$ cat src/hw/rtl/motor_ramp_drive_controller_macros.svh
// assertion macros shared by the motor ramp drive controller rtl
// the including module must provide clk_i and rst_ni
`ifndef MOTOR_RAMP_DRIVE_CONTROLLER_MACROS_SVH
`define MOTOR_RAMP_DRIVE_CONTROLLER_MACROS_SVH

// checked on every clock edge outside reset
`define MRD_ASSERT(lbl, prop, msg) \
  lbl: assert property (@(posedge clk_i) disable iff (!rst_ni) prop) else $error(msg);

// checked on every clock edge, reset included
`define MRD_ASSERT_ALWAYS(lbl, prop, msg) \
  lbl: assert property (@(posedge clk_i) prop) else $error(msg);

`endif

$ cat src/hw/rtl/mrd_pkg.sv
// shared types, codes and helpers for the motor ramp drive controller
// no dependencies
`default_nettype none

package mrd_pkg;

  localparam int unsigned SpeedW     = 12;
  localparam int unsigned StepW      = 11;
  localparam int unsigned PwmBitsDef = 11;
  localparam int unsigned DataW      = 32;
  localparam int unsigned AddrW      = 4;

  localparam logic [StepW-1:0] RiseReset  = 11'd300;
  localparam logic [StepW-1:0] FallReset  = 11'd300;
  localparam logic [StepW-1:0] LimitReset = 11'd2047;

  typedef enum logic [3:0] {
    REQ_TICK      = 4'd0,
    REQ_SET_SPEED = 4'd1,
    REQ_SENSOR    = 4'd2,
    REQ_STOP      = 4'd3,
    REQ_DISABLE   = 4'd4,
    REQ_ENABLE    = 4'd5,
    REQ_BRAKE_ON  = 4'd6,
    REQ_BRAKE_OFF = 4'd7,
    REQ_EMG_STOP  = 4'd8,
    REQ_EMG_RESET = 4'd9,
    REQ_IDLE      = 4'd10
  } req_e;

  typedef enum logic [1:0] {
    REG_RISE  = 2'd0,
    REG_FALL  = 2'd1,
    REG_LIMIT = 2'd2
  } reg_e;

  typedef logic signed [SpeedW-1:0] speed_t;

  typedef struct packed {
    req_e   req;
    speed_t blade;
    speed_t left;
    speed_t right;
    logic   sensor;
  } item_t;

  typedef struct packed {
    logic [StepW-1:0] rise;
    logic [StepW-1:0] fall;
    logic [StepW-1:0] limit;
  } cfg_t;

  typedef struct packed {
    logic left_fwd;
    logic right_fwd;
    logic left_brake;
    logic right_brake;
    logic blade_brake;
    logic power;
    logic emg;
    logic blocked;
  } pins_t;

  // one ramp step toward the goal, never past it
  function automatic speed_t ramp(speed_t cur, speed_t goal,
                                  logic [StepW-1:0] rise, logic [StepW-1:0] fall);
    logic signed [SpeedW+1:0] c;
    logic signed [SpeedW+1:0] g;
    logic signed [SpeedW+1:0] up;
    logic signed [SpeedW+1:0] dn;
    speed_t r;
    c  = (SpeedW+2)'(cur);
    g  = (SpeedW+2)'(goal);
    up = c + $signed({3'b000, rise});
    dn = c - $signed({3'b000, fall});
    if (c < g) begin
      r = (up > g) ? goal : speed_t'(up);
    end else if (c > g) begin
      r = (dn < g) ? goal : speed_t'(dn);
    end else begin
      r = cur;
    end
    return r;
  endfunction

  // magnitude of a signed speed, full scale gives 2048
  function automatic logic [SpeedW-1:0] magnitude(speed_t s);
    return s[SpeedW-1] ? (~s + 12'd1) : s;
  endfunction

endpackage

`default_nettype wire

$ cat src/hw/rtl/mrd_cfg.sv
// register file for step sizes and pwm limit, apb-style access
// depends on mrd_pkg
`default_nettype none

module mrd_cfg (
  input  wire logic                         clk_i,
  input  wire logic                         rst_ni,
  input  wire logic                         psel,
  input  wire logic                         penable,
  input  wire logic                         pwrite,
  input  wire logic [mrd_pkg::AddrW-1:0]    paddr,
  input  wire logic [mrd_pkg::DataW-1:0]    pwdata,
  output logic      [mrd_pkg::DataW-1:0]    prdata,
  output logic                              pready,
  output mrd_pkg::cfg_t                     cfg_o
);

  mrd_pkg::cfg_t cfg_q;
  mrd_pkg::cfg_t cfg_d;
  mrd_pkg::reg_e idx;
  logic          wr_en;

  assign pready = 1'b1;
  assign idx    = mrd_pkg::reg_e'(paddr[3:2]);
  assign wr_en  = psel && penable && pwrite && pready;

  always_comb begin
    cfg_d = cfg_q;
    if (wr_en) begin
      unique case (idx)
        mrd_pkg::REG_RISE:  cfg_d.rise  = pwdata[mrd_pkg::StepW-1:0];
        mrd_pkg::REG_FALL:  cfg_d.fall  = pwdata[mrd_pkg::StepW-1:0];
        mrd_pkg::REG_LIMIT: cfg_d.limit = pwdata[mrd_pkg::StepW-1:0];
        default: ;
      endcase
    end
  end

  always_comb begin
    unique case (idx)
      mrd_pkg::REG_RISE:  prdata = mrd_pkg::DataW'(cfg_q.rise);
      mrd_pkg::REG_FALL:  prdata = mrd_pkg::DataW'(cfg_q.fall);
      mrd_pkg::REG_LIMIT: prdata = mrd_pkg::DataW'(cfg_q.limit);
      default:            prdata = '0;
    endcase
  end

  always_ff @(posedge clk_i or negedge rst_ni) begin
    if (!rst_ni) begin
      cfg_q.rise  <= mrd_pkg::RiseReset;
      cfg_q.fall  <= mrd_pkg::FallReset;
      cfg_q.limit <= mrd_pkg::LimitReset;
    end else begin
      cfg_q <= cfg_d;
    end
  end

  assign cfg_o = cfg_q;

endmodule

`default_nettype wire

$ cat src/hw/rtl/mrd_core.sv
// speed state, ramp logic and pin decode; the state registers are the result
// depends on mrd_pkg and the shared assertion macros
`default_nettype none
`include "motor_ramp_drive_controller_macros.svh"

module mrd_core #(
  parameter int unsigned PWM_BITS = mrd_pkg::PwmBitsDef
) (
  input  wire logic                clk_i,
  input  wire logic                rst_ni,
  input  wire logic                fire_i,
  input  wire mrd_pkg::item_t      item_i,
  input  wire mrd_pkg::cfg_t       cfg_i,
  output logic [PWM_BITS-1:0]      pwm_blade_o,
  output logic [PWM_BITS-1:0]      pwm_left_o,
  output logic [PWM_BITS-1:0]      pwm_right_o,
  output mrd_pkg::pins_t           pins_o
);

  localparam logic [16:0] PwmMax = 17'((1 << PWM_BITS) - 1);

  mrd_pkg::speed_t goal_q [3];
  mrd_pkg::speed_t goal_d [3];
  mrd_pkg::speed_t now_q  [3];
  mrd_pkg::speed_t now_d  [3];
  mrd_pkg::speed_t now_r  [3];
  logic [PWM_BITS-1:0] pwm_q [3];
  logic [PWM_BITS-1:0] pwm_d [3];
  logic [1:0] dir_q, dir_d;
  logic [2:0] brake_q, brake_d;
  logic       supply_q, supply_d;
  logic       emg_q, emg_d;
  logic       block_q, block_d;

  function automatic logic [PWM_BITS-1:0] clamp(logic [mrd_pkg::SpeedW-1:0] mag,
                                                logic [mrd_pkg::StepW-1:0] limit);
    logic [mrd_pkg::SpeedW-1:0] m;
    logic [16:0]                w;
    m = (mag > {1'b0, limit}) ? {1'b0, limit} : mag;
    w = (17'(m) > PwmMax) ? PwmMax : 17'(m);
    return PWM_BITS'(w);
  endfunction

  always_comb begin
    for (int i = 0; i < 3; i++) begin
      now_r[i] = mrd_pkg::ramp(now_q[i], goal_q[i], cfg_i.rise, cfg_i.fall);
    end
  end

  always_comb begin
    mrd_pkg::speed_t lt;
    mrd_pkg::speed_t rt;
    logic            stop_all;
    goal_d   = goal_q;
    now_d    = now_q;
    pwm_d    = pwm_q;
    dir_d    = dir_q;
    brake_d  = brake_q;
    supply_d = supply_q;
    emg_d    = emg_q;
    block_d  = block_q;
    stop_all = 1'b0;
    lt       = item_i.left;
    rt       = item_i.right;
    unique case (item_i.req)
      mrd_pkg::REQ_TICK: begin
        now_d    = now_r;
        // blade never reverses, a negative speed drives zero
        pwm_d[0] = clamp(now_r[0][mrd_pkg::SpeedW-1] ? '0 : now_r[0], cfg_i.limit);
        pwm_d[1] = clamp(mrd_pkg::magnitude(now_r[1]), cfg_i.limit);
        pwm_d[2] = clamp(mrd_pkg::magnitude(now_r[2]), cfg_i.limit);
        // right wheel is wired inverted
        dir_d    = {now_r[2] < 0, now_r[1] >= 0};
        brake_d  = {brake_q[2], now_r[2] != 0, now_r[1] != 0};
      end
      mrd_pkg::REQ_SET_SPEED: begin
        if (block_q) begin
          if (lt > 0) lt = '0;
          if (rt > 0) rt = '0;
          if (lt < 0 || rt < 0) block_d = 1'b0;
        end
        goal_d[0] = item_i.blade;
        goal_d[1] = lt;
        goal_d[2] = rt;
      end
      mrd_pkg::REQ_SENSOR: begin
        if (item_i.sensor) block_d = 1'b1;
      end
      mrd_pkg::REQ_STOP: stop_all = 1'b1;
      mrd_pkg::REQ_DISABLE: begin
        stop_all = 1'b1;
        supply_d = 1'b0;
        brake_d  = 3'b111;
      end
      mrd_pkg::REQ_ENABLE: begin
        supply_d = 1'b1;
        brake_d  = 3'b111;
      end
      mrd_pkg::REQ_BRAKE_ON:  brake_d = 3'b000;
      mrd_pkg::REQ_BRAKE_OFF: brake_d = 3'b111;
      mrd_pkg::REQ_EMG_STOP: begin
        stop_all = 1'b1;
        brake_d  = 3'b000;
        emg_d    = 1'b1;
        supply_d = 1'b0;
      end
      mrd_pkg::REQ_EMG_RESET: begin
        emg_d    = 1'b0;
        supply_d = 1'b0;
        brake_d  = 3'b111;
      end
      mrd_pkg::REQ_IDLE: supply_d = 1'b0;
      default: ;
    endcase
    if (stop_all) begin
      for (int i = 0; i < 3; i++) begin
        goal_d[i] = '0;
        now_d[i]  = '0;
        pwm_d[i]  = '0;
      end
    end
  end

  always_ff @(posedge clk_i or negedge rst_ni) begin
    if (!rst_ni) begin
      for (int i = 0; i < 3; i++) begin
        goal_q[i] <= '0;
        now_q[i]  <= '0;
        pwm_q[i]  <= '0;
      end
      dir_q    <= '0;
      brake_q  <= '0;
      supply_q <= 1'b0;
      emg_q    <= 1'b0;
      block_q  <= 1'b0;
    end else if (fire_i) begin
      goal_q   <= goal_d;
      now_q    <= now_d;
      pwm_q    <= pwm_d;
      dir_q    <= dir_d;
      brake_q  <= brake_d;
      supply_q <= supply_d;
      emg_q    <= emg_d;
      block_q  <= block_d;
    end
  end

  assign pwm_blade_o        = pwm_q[0];
  assign pwm_left_o         = pwm_q[1];
  assign pwm_right_o        = pwm_q[2];
  assign pins_o.left_fwd    = dir_q[0];
  assign pins_o.right_fwd   = dir_q[1];
  assign pins_o.left_brake  = brake_q[0];
  assign pins_o.right_brake = brake_q[1];
  assign pins_o.blade_brake = brake_q[2];
  assign pins_o.power       = supply_q;
  assign pins_o.emg         = emg_q;
  assign pins_o.blocked     = block_q;

  `MRD_ASSERT(a_emg_stops_all, (fire_i && item_i.req == mrd_pkg::REQ_EMG_STOP |=> emg_q && !supply_q && pwm_q[1] == '0 && pwm_q[2] == '0 && now_q[0] == '0), "emergency stop left motion or power")
  `MRD_ASSERT(a_hold_without_request, (!fire_i |=> $stable(now_q[1]) && $stable(goal_q[1]) && $stable(brake_q)), "state moved without a request")
  `MRD_ASSERT(a_tick_brake_follows_speed, (fire_i && item_i.req == mrd_pkg::REQ_TICK |=> brake_q[0] == (now_q[1] != 0) && brake_q[1] == (now_q[2] != 0)), "wheel brake disagrees with speed after tick")

endmodule

`default_nettype wire

$ cat src/hw/rtl/motor_ramp_drive_controller.sv
// pipeline: two register stages, the request register, then the state register that doubles
// as the result; throughput: one request per cycle while the output is not stalled,
// set by the single state update per cycle
// reset: speeds, goals, pwm and pins cleared, steps 300, pwm limit 2047
// depends on mrd_pkg, mrd_cfg, mrd_core and the shared assertion macros
`default_nettype none
`include "motor_ramp_drive_controller_macros.svh"

module motor_ramp_drive_controller #(
  parameter int unsigned PWM_BITS = mrd_pkg::PwmBitsDef
) (
  input  wire logic                         clk_i,
  input  wire logic                         rst_ni,
  input  wire logic                         psel,
  input  wire logic                         penable,
  input  wire logic                         pwrite,
  input  wire logic [mrd_pkg::AddrW-1:0]    paddr,
  input  wire logic [mrd_pkg::DataW-1:0]    pwdata,
  output logic      [mrd_pkg::DataW-1:0]    prdata,
  output logic                              pready,
  input  wire logic                         in_valid_i,
  output logic                              in_stall_o,
  input  wire logic [3:0]                   req_type_i,
  input  wire logic signed [11:0]           blade_target_i,
  input  wire logic signed [11:0]           left_target_i,
  input  wire logic signed [11:0]           right_target_i,
  input  wire logic                         sensor_block_i,
  output logic                              out_valid_o,
  input  wire logic                         out_stall_i,
  output logic [PWM_BITS-1:0]               pwm_blade_o,
  output logic [PWM_BITS-1:0]               pwm_left_o,
  output logic [PWM_BITS-1:0]               pwm_right_o,
  output logic                              left_forward_pin_o,
  output logic                              right_forward_pin_o,
  output logic                              left_brake_pin_o,
  output logic                              right_brake_pin_o,
  output logic                              blade_brake_pin_o,
  output logic                              power_enable_o,
  output logic                              emergency_active_o,
  output logic                              forward_blocked_o
);

  mrd_pkg::cfg_t  cfg;
  mrd_pkg::pins_t pins;
  mrd_pkg::item_t item_q, item_d;
  logic           in_valid_q, in_valid_d;
  logic           out_valid_q, out_valid_d;
  logic           fire;
  logic           accept;

  mrd_cfg u_cfg (
    .clk_i   (clk_i),
    .rst_ni  (rst_ni),
    .psel    (psel),
    .penable (penable),
    .pwrite  (pwrite),
    .paddr   (paddr),
    .pwdata  (pwdata),
    .prdata  (prdata),
    .pready  (pready),
    .cfg_o   (cfg)
  );

  // a held request moves on once the result slot is free or being taken
  assign fire       = in_valid_q && (!out_valid_q || !out_stall_i);
  assign in_stall_o = in_valid_q && !fire;
  assign accept     = in_valid_i && !in_stall_o;

  always_comb begin
    item_d.req    = mrd_pkg::req_e'(req_type_i);
    item_d.blade  = blade_target_i;
    item_d.left   = left_target_i;
    item_d.right  = right_target_i;
    item_d.sensor = sensor_block_i;
  end

  always_comb begin
    in_valid_d = in_valid_q;
    if (accept) begin
      in_valid_d = 1'b1;
    end else if (fire) begin
      in_valid_d = 1'b0;
    end
    out_valid_d = out_valid_q;
    if (fire) begin
      out_valid_d = 1'b1;
    end else if (!out_stall_i) begin
      out_valid_d = 1'b0;
    end
  end

  always_ff @(posedge clk_i or negedge rst_ni) begin
    if (!rst_ni) begin
      in_valid_q  <= 1'b0;
      out_valid_q <= 1'b0;
    end else begin
      in_valid_q  <= in_valid_d;
      out_valid_q <= out_valid_d;
    end
  end

  always_ff @(posedge clk_i) begin
    if (accept) begin
      item_q <= item_d;
    end
  end

  mrd_core #(
    .PWM_BITS (PWM_BITS)
  ) u_core (
    .clk_i       (clk_i),
    .rst_ni      (rst_ni),
    .fire_i      (fire),
    .item_i      (item_q),
    .cfg_i       (cfg),
    .pwm_blade_o (pwm_blade_o),
    .pwm_left_o  (pwm_left_o),
    .pwm_right_o (pwm_right_o),
    .pins_o      (pins)
  );

  assign out_valid_o         = out_valid_q;
  assign left_forward_pin_o  = pins.left_fwd;
  assign right_forward_pin_o = pins.right_fwd;
  assign left_brake_pin_o    = pins.left_brake;
  assign right_brake_pin_o   = pins.right_brake;
  assign blade_brake_pin_o   = pins.blade_brake;
  assign power_enable_o      = pins.power;
  assign emergency_active_o  = pins.emg;
  assign forward_blocked_o   = pins.blocked;

  `MRD_ASSERT(a_accept_fills_slot, (accept |=> in_valid_q), "accepted request was not held")

endmodule

`default_nettype wire

$ cat config.mk
export PLATFORM = sky130hd
export DESIGN_NAME = motor_ramp_drive_controller
export DESIGN_NICKNAME = d
export VERILOG_FILES = /design/src/hw/rtl/mrd_pkg.sv /design/src/hw/rtl/mrd_cfg.sv /design/src/hw/rtl/mrd_core.sv /design/src/hw/rtl/motor_ramp_drive_controller.sv
export VERILOG_INCLUDE_DIRS = /design/src /design/src/hw/rtl
export SDC_FILE = /design/constraint.sdc
export NUM_CORES = 1
export LEC_CHECK = 0
export BUFFER_PORTS_ARGS = -buffer_cell sky130_fd_sc_hd__buf_2
export CAP_MARGIN = 20
export CORE_MARGIN = 5
export CORE_UTILIZATION = 33
export CTS_CLUSTER_SIZE = 14
export DETAILED_ROUTE_END_ITERATION = 8
export PLACE_DENSITY = 0.58
export SLEW_MARGIN = 10
export SYNTH_ARGS = -nofsm -noshare
export SYNTH_HDL_FRONTEND = slang
export SYNTH_SLANG_ARGS = --single-unit
$ cat constraint.sdc
create_clock -name clk_i -period 6.31 [get_ports clk_i]
set_input_delay 0.631 -clock clk_i [delete_from_list [all_inputs] [get_ports clk_i]]
set_output_delay 0.631 -clock clk_i [all_outputs]
set_load 0.1 [all_outputs]
==> qor.log <==
qor: outcome.status finished, violations left
qor: outcome.failing_checks setup timing
qor: clock_tree.tritoncts done
qor: synth.ys_warn_count 0
qor: critical_path.critPathLaunchType flip-flop
qor: timing.finalClockSkew 0.0102 ns
qor: clock_tree.cts_inserted_buffers 17
qor: synth.syn_inst 1779
qor: synth.main_combinational_cell_family_by_area_after_synthesis compound AO/OA/AOI/OAI gates
qor: synth.post_synth_xor_area_fraction 3.36%
qor: synth.yosys.area.top_type sky130_fd_sc_hd__dfrtp_1
qor: drt.drt.antenna.violating_nets 0
qor: worst_hold_path.holdCritPathClass in2async
qor: critical_path.max_stage_delay 0.57 ns
qor: synth.most_numerous_cell_types_in_the_synthesized_netlist 212 x sky130_fd_sc_hd__ha_1, 150 x sky130_fd_sc_hd__nand2_1, 129 x sky130_fd_sc_hd__dfrtp_1
qor: drt.drc_violations_left 0
qor: floorplanning.fp.dieArea 54100 sq um
qor: clock_tree.cts.sinks 189
qor: critical_path.largest_delay_contributor_family_on_the_critical_path compound AO/OA/AOI/OAI gates
qor: clock_tree.cts-htree-levels 4
qor: placed_design.finalWeightedCongestion 0.957
qor: timing.rsz0062_at_grt yes
qor: critical_path.worst-endpoint-arrival 7.05 ns
qor: synth.yosysMostFrequentCell sky130_fd_sc_hd__ha_1
qor: global_routing.grt_antenna_before_repair 1
qor: timing.max_slew.worst_pin.slew 1.01 ns
qor: timing.slew_viol_final 0
qor: timing.final_worst_path_cycle_share 106%
qor: synth.synth_simple_gate_area_share 15.3%
qor: global_routing.grt_first_pass_wirelength 90900 microns
qor: finish.layout_cells_sized_above_1 35.8%
qor: placed_design.post_placement_setup_slack -0.763 ns
qor: global_routing.grt_start_max_net_pins 76
qor: placed_design.detailedPlacementHpwl 46100 microns
qor: drt.initial_drt_pass_iterations 5
qor: floorplanning.initial_core_util 33.4%
qor: drt.vias 16000
qor: clock_tree.worst_skew_pair.late_latency 0.46 ns
qor: global_routing.first_global_vias 16000
qor: synth.synthesis.area 16400 sq um
qor: floorplanning.core 49000 sq um
qor: synth.synth_mux_area_share 5.53%
qor: drt.via_per_inst 5.48
qor: critical_path.worst_r2r_startpoint u_cfg.cfg_o[16]
qor: finish.signed_area_change_from_the_synthesized_netlist_to_the_final_layout 34.9%
qor: floorplanning.chipWidth 233 microns
qor: floorplanning.ioPinCount 160
qor: timing.report.final.hold_viol_count 0
qor: finish.fillerInstances 4578
qor: critical_path.timing_worst_setup_path_type reg2reg
qor: job.number_of_maximum_capacitance_constraint_violations 0
qor: critical_path.timing.critical_path.slowest_stage_cell sky130_fd_sc_hd__dfstp_2
qor: finish.diodes 0
qor: clock_tree.cts.path.max_buffers 2
qor: clock_tree.clk_transition_reported_paths 0.08 ns
qor: synth.synth_area_leaders sky130_fd_sc_hd__dfrtp_1 20%, sky130_fd_sc_hd__ha_1 16%, sky130_fd_sc_hd__edfxtp_1 7.5%
qor: timing.achievable-frequency 150 MHz
qor: floorplanning.die_y 233 microns
qor: global_routing.gr-total-overflow 0
qor: synth.synth-compound-area-share 23.4%
qor: synth.seq_area_frac_synth 30.3%
qor: synth.synth_ff_type sky130_fd_sc_hd__dfrtp_1
qor: critical_path.critical_path.n_buffers_inverters 9
qor: synth.mean_instance_size_in_the_synthesized_netlist 9.20 sq um
qor: clock_tree.clockRootBuffer sky130_fd_sc_hd__clkbuf_16
qor: critical_path.worst_path_max_fanout 8
qor: drt.avgRoutedWirePerCell 20.7 microns
qor: critical_path.worstSetupEndpointType flip-flop
qor: floorplanning.fp-row-count 81
qor: finish.fin_nets 2545
qor: synth.netlist-cell-type-count 112
qor: synth.synth_enable_flop_cells 41
qor: synth.post_synth_fa_ha_maj_area_fraction 16.9%
qor: critical_path.worstSetupStartpoint u_cfg.cfg_o[16]
qor: timing.relSlewSlack 33.0%
qor: global_routing.globalRouteTotalUtil 21.5%
qor: critical_path.required_time_of_the_worst_setup_path 6.68 ns
qor: synth.synth_top_area_share 19.7%
qor: timing.post-route-min-period 6.67 ns
qor: critical_path.cp_common_cell sky130_fd_sc_hd__buf_6
qor: timing.post-route-worst-setup-slack -0.363 ns
qor: synth.synthArstFlopShare 78.3%
qor: drt.drt-total-wl 60300 microns
qor: placed_design.buffer_ports.inserted 114
qor: drt.dr.first_iter.drc_count 1225
qor: timing.setup_viol_count_final 33
qor: synth.ys_ff_latch 189
[worst register-to-register path, delay by kind of cell (launching register included)]
kind,cells,cell delay [ns]
adder cells (fa/ha/maj),3,0.78
XOR/XNOR,2,0.31
buffers and inverters,9,1.19
flip-flops,1,0.57
AND/OR/NAND/NOR,9,1.68
AO/OA/AOI/OAI,9,2.05
[registers in the layout, indices dropped and copies added (netlist names)]
register and flops:
u_core.dir_q 2, u_core.block_q 1, item_q 41, u_core.supply_q 1
u_core.pwm_left_o 11, u_core.emg_q 1, out_valid_o 1, in_valid_q 1
u_core.now_q 36, u_core.pwm_blade_o 11, u_cfg.cfg_o 33, u_core.pwm_right_o 11
u_core.brake_q 3, u_core.goal_q 36
[repair_timing]
action,in CTS,in global routing
hold buffers,0,0
gates cloned,1,1
resized for setup,128,109
setup endpoints to repair,33,33
pin swaps,51,97
buffers inserted,24,29
[final cells by class]
class | instances | area [sq um] | area share, %
Clock inverter | 15 | 181 | 0.822
Sequential cell | 189 | 4960 | 22.5
Clock buffer | 17 | 425 | 1.93
Timing Repair Buffer | 508 | 3700 | 16.8
Inverter | 104 | 394 | 1.79
Tap cell | 664 | 831 | 3.77
Multi-Input combinational cell | 1423 | 11600 | 52.4
[stage by stage]
step | setup TNS [ns] | instances | cell area (sq um) | utilization, % | hold WS [ns]
3_5_place_dp | -17.81 | 2833 | 20000 | 40.8 | 0.460
5_1_grt | -15.37 | 2920 | 22100 | 45.1 | 0.284
3_3_place_gp | -14.10 | 2833 | 20000 | 40.8 | 0.458
4_1_cts | -2.73 | 2890 | 21300 | 43.5 | 0.242
6_report | -6.31 | 2920 | 22100 | 45.1 | 0.204
2_1_floorplan | 0 | 1799 | 16400 | - | 0.335
[logic make-up after synthesis]
family | Yosys count
compound gates | 539
simple gates | 501
fa+ha+maj | 218
flops | 189
buf+inv | 187
mux | 81
xor+xnor | 62
other cells | 2
[cell usage in the layout (no fill, tap or decap), types with 30 or more instances in the layout]
cell	netlist	final
sky130_fd_sc_hd__dfrtp_1	129	127
sky130_fd_sc_hd__a22o_1	45	45
sky130_fd_sc_hd__nand3_1	52	45
sky130_fd_sc_hd__buf_4	26	365
sky130_fd_sc_hd__a21oi_1	96	81
sky130_fd_sc_hd__inv_1	104	96
sky130_fd_sc_hd__mux2i_1	44	42
sky130_fd_sc_hd__ha_1	212	198
sky130_fd_sc_hd__buf_2	9	113
sky130_fd_sc_hd__nand2_1	150	144
sky130_fd_sc_hd__a21o_1	35	35
sky130_fd_sc_hd__edfxtp_1	41	41
sky130_fd_sc_hd__o21ai_0	121	99
sky130_fd_sc_hd__xnor2_1	44	39
sky130_fd_sc_hd__nor2_1	109	101
sky130_fd_sc_hd__o211ai_1	30	30
[worst paths after layout]
| path | end | cells past startpoint | slack, ns |
|---|---|---|---|
| setup / recovery | u_core.pwm_left_o[7] | 32 | -0.36 |
| hold / removal | u_core.pwm_left_o[10] | 1 | 0.20 |
| setup reg to reg | u_core.pwm_left_o[7] | 32 | -0.36 |
| hold reg to reg | u_core.goal_q[29] | 1 | 0.48 |
| max in group asynchronous | u_cfg.cfg_o[13] | 3 | 4.69 |
| min in group clk_i | item_q[24] | 1 | 0.34 |
[metal layers]
| metal | GRT usage [%] | vias up | part of all wire [%] |
|---|---|---|---|
| met5 | 0 | - | 0 |
| met2 | 35.2 | 551 | 47 |
| met4 | 8.31 | 0 | 3.9 |
| met1 | 28.8 | 7798 | 44 |
| met3 | 2.95 | 111 | 5.6 |
| li1 | - | 7535 | - |
Power is not shown: default switching activity piles up to over one toggle a cycle in this logic, so the estimate is an artifact.
